==> config.mk <==
export PLATFORM = sky130hd
export DESIGN_NAME = unicycle_odometry_integrator_top
export DESIGN_NICKNAME = d
export VERILOG_FILES = /design/src/sv/uoi_pkg.sv /design/src/sv/unicycle_odometry_integrator_top.sv
export SDC_FILE = /design/constraint.sdc
export NUM_CORES = 2
export LEC_CHECK = 0
export BUFFER_PORTS_ARGS = -buffer_cell sky130_fd_sc_hd__buf_2
export CAP_MARGIN = 40
export CORE_MARGIN = 10
export CORE_UTILIZATION = 37
export DETAILED_ROUTE_END_ITERATION = 12
export GPL_ROUTABILITY_DRIVEN = 0
export PLACE_DENSITY_LB_ADDON = 0.3
export SYNTH_ARGS = -nofsm -noshare
export SYNTH_HDL_FRONTEND = slang
export SYNTH_SLANG_ARGS = --single-unit
==> constraint.sdc <==
create_clock -name clk -period 9.8 [get_ports clk]
set_input_delay 1.96 -clock clk [delete_from_list [all_inputs] [get_ports clk]]
set_output_delay 1.96 -clock clk [all_outputs]
set_load 0.01 [all_outputs]
==> src/sv/uoi_pkg.sv <==
// shared constants and the cordic arctangent table for the odometry integrator
package uoi_pkg;

  localparam int ANGLE_BITS   = 17;
  localparam int CORDIC_STEPS = 16;
  localparam int ATAN_LEN     = 24;
  localparam int STEP_W       = $clog2(ATAN_LEN);

  localparam int VEL_W  = 24;
  localparam int DT_W   = 16;
  localparam int POS_W  = 32;
  localparam int Q15_W  = 16;
  localparam int CRD_W  = 34;   // q2.30 cordic datapath with headroom
  localparam int MULA_W = VEL_W + DT_W;
  localparam int MULB_W = Q15_W + 1;
  localparam int PROD_W = MULA_W + MULB_W;

  localparam logic [0:0] KIND_CMD  = 1'b0;
  localparam logic [0:0] KIND_TICK = 1'b1;

  // arctan(2^-i) as a 32-bit binary angle
  function automatic logic [31:0] atan_entry(input logic [STEP_W-1:0] idx);
    logic [31:0] v;
    unique case (idx)
      5'd0:  v = 32'd536870912;
      5'd1:  v = 32'd316933406;
      5'd2:  v = 32'd167458907;
      5'd3:  v = 32'd85004756;
      5'd4:  v = 32'd42667331;
      5'd5:  v = 32'd21354465;
      5'd6:  v = 32'd10679838;
      5'd7:  v = 32'd5340245;
      5'd8:  v = 32'd2670163;
      5'd9:  v = 32'd1335087;
      5'd10: v = 32'd667544;
      5'd11: v = 32'd333772;
      5'd12: v = 32'd166886;
      5'd13: v = 32'd83443;
      5'd14: v = 32'd41722;
      5'd15: v = 32'd20861;
      5'd16: v = 32'd10430;
      5'd17: v = 32'd5215;
      5'd18: v = 32'd2608;
      5'd19: v = 32'd1304;
      5'd20: v = 32'd652;
      5'd21: v = 32'd326;
      5'd22: v = 32'd163;
      5'd23: v = 32'd81;
      default: v = 32'd0;
    endcase
    return v;
  endfunction

endpackage

==> src/sv/unicycle_odometry_integrator_top.sv <==
// unicycle dead-reckoning pose integrator with a shared cordic and multiplier
// A command transaction (kind 0) latches speed and turn rate and returns nothing. A tick
// transaction (kind 1) runs a sequencer around one 40x17 multiplier and one cordic stage
// that iterates one step per cycle: speed*dt, cordic of twice the old heading, x and y
// updates, heading update, then cordic of the new heading for the quaternion. in_ready is
// low from acceptance of a tick until its result transaction completes. Positions
// saturate at 32 bits signed; the heading wraps modulo 4*pi.
module unicycle_odometry_integrator_top (
  input  logic                                   clk,
  input  logic                                   rst_n,
  input  logic                                   in_valid,
  output logic                                   in_ready,
  input  logic                                   in_kind,
  input  logic signed [uoi_pkg::VEL_W-1:0]       in_linear_velocity,
  input  logic signed [uoi_pkg::VEL_W-1:0]       in_angular_velocity,
  input  logic        [uoi_pkg::DT_W-1:0]        in_elapsed_time,
  output logic                                   out_valid,
  input  logic                                   out_ready,
  output logic signed [uoi_pkg::POS_W-1:0]       out_pos_x,
  output logic signed [uoi_pkg::POS_W-1:0]       out_pos_y,
  output logic        [uoi_pkg::ANGLE_BITS-1:0]  out_heading,
  output logic signed [uoi_pkg::Q15_W-1:0]       out_quat_z,
  output logic signed [uoi_pkg::Q15_W-1:0]       out_quat_w
);

  typedef enum logic [3:0] {
    S_IDLE, S_VDT, S_ROT_A, S_FIN_A, S_MUL_X, S_MUL_Y, S_ADD_Y, S_HEAD,
    S_ROT_B, S_FIN_B, S_OUT
  } state_t;

  localparam int AB = uoi_pkg::ANGLE_BITS;
  localparam int CW = uoi_pkg::CRD_W;
  localparam int PW = uoi_pkg::PROD_W;
  localparam logic [uoi_pkg::STEP_W-1:0] LAST_STEP = uoi_pkg::STEP_W'(uoi_pkg::CORDIC_STEPS - 1);
  localparam logic signed [CW-1:0] QUARTER = CW'(64'sd1073741824);
  localparam logic signed [CW-1:0] HALF    = CW'(64'sd2147483648);
  localparam logic signed [CW-1:0] X_INIT  = CW'(64'sd652032874);
  localparam logic signed [CW-1:0] Q_RND   = CW'(64'sd16384);
  localparam logic signed [PW-1:0] POS_RND = PW'(64'sd1073741824);
  localparam logic signed [PW-1:0] HDG_RND = PW'(64'sd32768);

  state_t state_r;
  logic   out_valid_r;

  logic signed [uoi_pkg::POS_W-1:0]  x_r, y_r;
  logic        [AB-1:0]              heading_r;
  logic signed [uoi_pkg::VEL_W-1:0]  speed_r, turn_r;
  logic        [uoi_pkg::DT_W-1:0]   dt_r;
  logic signed [uoi_pkg::MULA_W-1:0] vdt_r;
  logic signed [PW-1:0]              prod_r;
  logic signed [uoi_pkg::Q15_W-1:0]  sin_r, cos_r, qz_r, qw_r;

  logic signed [CW-1:0]              cx_r, cy_r, cz_r;
  logic                              neg_r;
  logic        [uoi_pkg::STEP_W-1:0] step_r;

  // shared multiplier
  logic signed [uoi_pkg::MULA_W-1:0] mul_a;
  logic signed [uoi_pkg::MULB_W-1:0] mul_b;
  logic signed [PW-1:0]              mul_p;

  always_comb begin
    case (state_r)
      S_VDT: begin
        mul_a = uoi_pkg::MULA_W'(speed_r);
        mul_b = $signed({1'b0, dt_r});
      end
      S_MUL_X: begin
        mul_a = vdt_r;
        mul_b = uoi_pkg::MULB_W'(cos_r);
      end
      S_MUL_Y: begin
        mul_a = vdt_r;
        mul_b = uoi_pkg::MULB_W'(sin_r);
      end
      default: begin
        mul_a = uoi_pkg::MULA_W'(turn_r);
        mul_b = $signed({1'b0, dt_r});
      end
    endcase
  end

  assign mul_p = mul_a * mul_b;

  // position accumulate with rounding and saturation
  function automatic logic signed [uoi_pkg::POS_W-1:0] pos_add(
    input logic signed [uoi_pkg::POS_W-1:0] pos,
    input logic signed [PW-1:0]             p
  );
    logic signed [PW-1:0] rnd;
    logic signed [CW-1:0] sum;
    logic signed [uoi_pkg::POS_W-1:0] res;
    rnd = p + POS_RND;
    sum = CW'(pos) + CW'($signed(rnd[PW-1:31]));
    if (sum > CW'(64'sd2147483647)) begin
      res = {1'b0, {(uoi_pkg::POS_W-1){1'b1}}};
    end else if (sum < -CW'(64'sd2147483648)) begin
      res = {1'b1, {(uoi_pkg::POS_W-1){1'b0}}};
    end else begin
      res = sum[uoi_pkg::POS_W-1:0];
    end
    return res;
  endfunction

  // q2.30 to q1.15 with rounding and saturation, after undoing the fold
  function automatic logic signed [uoi_pkg::Q15_W-1:0] to_q15(
    input logic signed [CW-1:0] v,
    input logic                 neg
  );
    logic signed [CW-1:0] t;
    logic signed [CW-16:0] r;
    logic signed [uoi_pkg::Q15_W-1:0] res;
    t = (neg ? -v : v) + Q_RND;
    r = t[CW-1:15];
    if (r > (CW-15)'(32767)) begin
      res = 16'sh7fff;
    end else if (r < -(CW-15)'(32768)) begin
      res = -16'sh8000;
    end else begin
      res = r[uoi_pkg::Q15_W-1:0];
    end
    return res;
  endfunction

  // heading update and cordic load angle
  logic signed [PW-1:0] hdg_sum;
  logic        [AB-1:0] head_nxt;
  logic        [AB-1:0] load_angle;
  logic        [31:0]   a32;
  logic signed [CW-1:0] z_raw, z_nxt;
  logic                 neg_nxt;

  assign hdg_sum  = prod_r + HDG_RND;
  assign head_nxt = heading_r + hdg_sum[16 +: AB];
  // twice the heading, modulo the angle range, is the full angle theta
  assign load_angle = (state_r == S_VDT) ? {heading_r[AB-2:0], 1'b0} : head_nxt;
  assign a32   = {load_angle, {(32-AB){1'b0}}};
  assign z_raw = CW'($signed(a32));

  always_comb begin
    if (z_raw > QUARTER) begin
      z_nxt   = z_raw - HALF;
      neg_nxt = 1'b1;
    end else if (z_raw < -QUARTER) begin
      z_nxt   = z_raw + HALF;
      neg_nxt = 1'b1;
    end else begin
      z_nxt   = z_raw;
      neg_nxt = 1'b0;
    end
  end

  // one cordic rotation step
  logic signed [CW-1:0] xs, ys, atan_v;
  logic signed [CW-1:0] cx_nxt, cy_nxt, cz_nxt;

  assign xs     = cx_r >>> step_r;
  assign ys     = cy_r >>> step_r;
  assign atan_v = CW'(uoi_pkg::atan_entry(step_r));

  always_comb begin
    if (!cz_r[CW-1]) begin
      cx_nxt = cx_r - ys;
      cy_nxt = cy_r + xs;
      cz_nxt = cz_r - atan_v;
    end else begin
      cx_nxt = cx_r + ys;
      cy_nxt = cy_r - xs;
      cz_nxt = cz_r + atan_v;
    end
  end

  always_ff @(posedge clk) begin
    if (!rst_n) begin
      state_r     <= S_IDLE;
      out_valid_r <= 1'b0;
      x_r         <= '0;
      y_r         <= '0;
      heading_r   <= '0;
      speed_r     <= '0;
      turn_r      <= '0;
    end else begin
      unique case (state_r)
        S_IDLE: begin
          if (in_valid) begin
            if (in_kind == uoi_pkg::KIND_CMD) begin
              speed_r <= in_linear_velocity;
              turn_r  <= in_angular_velocity;
            end else begin
              dt_r    <= in_elapsed_time;
              state_r <= S_VDT;
            end
          end
        end
        S_VDT: begin
          prod_r  <= mul_p;
          cx_r    <= X_INIT;
          cy_r    <= '0;
          cz_r    <= z_nxt;
          neg_r   <= neg_nxt;
          step_r  <= '0;
          state_r <= S_ROT_A;
        end
        S_ROT_A: begin
          vdt_r  <= prod_r[uoi_pkg::MULA_W-1:0];
          cx_r   <= cx_nxt;
          cy_r   <= cy_nxt;
          cz_r   <= cz_nxt;
          step_r <= step_r + 1'b1;
          if (step_r == LAST_STEP) begin
            state_r <= S_FIN_A;
          end
        end
        S_FIN_A: begin
          cos_r   <= to_q15(cx_r, neg_r);
          sin_r   <= to_q15(cy_r, neg_r);
          state_r <= S_MUL_X;
        end
        S_MUL_X: begin
          prod_r  <= mul_p;
          state_r <= S_MUL_Y;
        end
        S_MUL_Y: begin
          prod_r  <= mul_p;
          x_r     <= pos_add(x_r, prod_r);
          state_r <= S_ADD_Y;
        end
        S_ADD_Y: begin
          prod_r  <= mul_p;
          y_r     <= pos_add(y_r, prod_r);
          state_r <= S_HEAD;
        end
        S_HEAD: begin
          heading_r <= head_nxt;
          cx_r      <= X_INIT;
          cy_r      <= '0;
          cz_r      <= z_nxt;
          neg_r     <= neg_nxt;
          step_r    <= '0;
          state_r   <= S_ROT_B;
        end
        S_ROT_B: begin
          cx_r   <= cx_nxt;
          cy_r   <= cy_nxt;
          cz_r   <= cz_nxt;
          step_r <= step_r + 1'b1;
          if (step_r == LAST_STEP) begin
            state_r <= S_FIN_B;
          end
        end
        S_FIN_B: begin
          qw_r        <= to_q15(cx_r, neg_r);
          qz_r        <= to_q15(cy_r, neg_r);
          out_valid_r <= 1'b1;
          state_r     <= S_OUT;
        end
        S_OUT: begin
          if (out_ready) begin
            out_valid_r <= 1'b0;
            state_r     <= S_IDLE;
          end
        end
        default: begin
          state_r <= S_IDLE;
        end
      endcase
    end
  end

  assign in_ready    = (state_r == S_IDLE);
  assign out_valid   = out_valid_r;
  assign out_pos_x   = x_r;
  assign out_pos_y   = y_r;
  assign out_heading = heading_r;
  assign out_quat_z  = qz_r;
  assign out_quat_w  = qw_r;

endmodule
==> results.md <==
* Outcome: finished clean
* Synth cell types at 96
* DR vias at 49720
* Final Cycle Share at 0.948
* Slew Limit Fails at 0
* Largest area contributor in the netlist: fa_1
* Clock buffer depth at 3
* Worst slack, placed at 0.0553 ns
* Max Clock Skew at 0.0498 ns
* First-pass GRT wire length at 290000 µm
* Worst hold path type: flip-flop to flip-flop
* Endpoint class of the critical path: flip-flop
* CTS root buf: clkbuf_16
* CP max stage cell: fa_1
* #FFs+latches synth at 449
* Post-synth EDFFs at 285
* Final TNS setup at 0 ns
* Worst setup SP type: flip-flop
* Top-count cell post-synth: nand2_1
* Setup Buffers After CTS at 0
* Crit Path Class: flip-flop to flip-flop
* Tmin final at 9.29 ns
* RSZ-0062 raised after global routing: no
* Main synth FF type: edfxtp_1
* Num CTS Buffers at 56
* Sink Count at 449
* GR Overflow Total at 0
* I/O pins at 184
* Post-synth top area share at 0.222
* Hold EP: vdt_r[4]$_DFFE_PP_
* CTS tree: done
* CP Max Fanout at 58
* Mapped Cells at 6764
* DRC at 0
* Die width at 417 µm
* Pre-antenna DRT Iters at 6
* Clk slew on worst S/H paths at 0.07 ns
* Initial core utilization at 0.373
* Maximum clock rate at 108 MHz
* Mean routed wirelength per cell at 21.3 µm
* Via-to-Cell Ratio at 5.57
* Std cell rows at 145
* Initial antenna violation count at 3
* Worst Hold Depth at 0
* Core box area at 0.157 mm²
* Max_cap viols at 0
* Final nets at 7849
* Post-DRT Antenna Nets at 0
* Net Count, Synth at 7806
* CTS H-Tree Depth at 2
* Worst Path Required at 10.22 ns
* Total Routing Usage GR at 0.211
* Max_slew headroom at 0.320
* Hold Crit Start: prod_r[4]$_DFFE_PP_
* Mapped cell area at 0.0585 mm²
* Vias in the first global route at 48945
* R2r startpoint: state_r[2]$_SDFFE_PN0P_
* Final Hold Viols at 0
* Top cells by area, synth: fa_1 22%, edfxtp_1 15%, ha_1 7.0%
* RR Endpoint: prod_r[55]$_DFFE_PP_
* Die area at 0.174 mm²
* Die Span Y at 417 µm
* Critical Path Max Stage Delay at 0.58 ns
* Resized cells post-CTS at 0
* Final worst slack at 0.511 ns
* Most frequent CP cell: fa_1
* R2R depth at 30
* Async S/R FF share, synth at 0
* Largest net degree at the start of global routing at 111
* Post-synthesis sequential area ratio at 0.203
* Share of cells above drive strength 1 at 0.0926
* Cts hold-fix bufs at 0
* Slew @ Worst Pin at 1.02 ns
* Area delta synth->final at 9.40%
* Initial DRC count at 4458
* Final wirelength at 190000 µm
* Port buffer count at 183
* Post-synth top cells: 856 x nand2_1, 806 x inv_1, 647 x fa_1
* Worst-Skew Late Latency at 0.69 ns
* CP Data Arrival Time at 9.71 ns
* Post-synthesis area per instance at 8.64 µm²
* Endpoints failing setup at 0
* Synth warn at 0
* R2R setup slack at 0.51 ns
* Detailed placement HPWL at 151000 µm
layout by cell type, fill, tap and decap left out, types with 56 or more instances in the layout:
master     instances
o21ai_0          336
edfxtp_1         285
nand3_1           85
xnor2_1          219
mux2i_1           90
buf_2            184
buf_4            140
inv_1            805
nand2_1          855
mux4_2            56
nor3_1            86
fa_1             647
xor2_1           156
dfxtp_1          164
a21o_1           113
nor2_1           635
a21boi_0          75
ha_1             326
a21oi_1          440
and2_1            66
clkbuf_16         56
worst max-delay path: cells and delay by family, from the launching register on:
kind                     cells  cell delay, ns
AO/OA/AOI/OAI                8            1.87
adder cells (fa/ha/maj)      7            3.44
buffers and inverters        8            1.35
flip-flops                   1            0.56
AND/OR/NAND/NOR              7            1.73
kinds of logic after synthesis:
family / share of synthesized area
AND/OR/NAND/NOR: 0.159
AO/OA/AOI/OAI: 0.162
buffers and inverters: 0.0764
adder cells (fa/ha/maj): 0.296
flip-flops: 0.203
XOR/XNOR: 0.0563
multiplexers: 0.0472
layer usage:
layer,global-route usage,routed length [µm]
met5,0,23
met2,0.353,90100
met3,0.0346,13300
met4,0.0931,9350
met1,0.267,76900
through the flow:
stage / hold WS (ns) / utilization / instance area [µm²] / std cells
3_3_place_gp: 0.401 / 0.394 / 61700 / 8786
5_1_grt: 0.428 / 0.408 / 63900 / 8915
3_5_place_dp: 0.405 / 0.396 / 62000 / 8805
2_1_floorplan: 0.400 / - / 58500 / 6764
6_report: 0.417 / 0.408 / 63900 / 8919
4_1_cts: 0.418 / 0.408 / 63900 / 8911
worst max path at each step:
stage,from,to,slack [ns],cells past startpoint
after floorplan,state_r[0]$_SDFFE_PN0P_,prod_r[56]$_DFFE_PP_,1.08,29
after global placement,state_r[2]$_SDFFE_PN0P_,prod_r[55]$_DFFE_PP_,0.13,29
after detailed placement,state_r[2]$_SDFFE_PN0P_,prod_r[38]$_DFFE_PP_,0.06,27
after CTS,state_r[2]$_SDFFE_PN0P_,prod_r[38]$_DFFE_PP_,0.05,27
after global routing,state_r[2]$_SDFFE_PN0P_,prod_r[46]$_DFFE_PP_,0.04,27
final,state_r[2]$_SDFFE_PN0P_,prod_r[55]$_DFFE_PP_,0.51,30
final cells by class:
cell class | instances | area (µm²)
antenna | 6 | 15.0
clock buffer | 68 | 1500
clock inverter | 38 | 415
fill | 15591 | 92600
inverter | 812 | 3050
multi-input combinational | 5151 | 42300
sequential | 449 | 11800
tap | 2058 | 2570
timing repair buffer | 337 | 2230
registers in the layout, indices dropped and copies added, names as in the netlist, 4 cells and up:
name,cells
atan_v,30
cos_r,16
cx_r,34
cy_r,34
cz_r,34
dt_r,16
out_heading,17
out_pos_x,32
out_pos_y,32
out_quat_w,16
out_quat_z,16
prod_r,57
sin_r,16
speed_r,24
state_r,4
step_r,5
turn_r,24
vdt_r,40
Power is not shown: default switching activity piles up to over one toggle a cycle in this logic, so the estimate is an artifact.
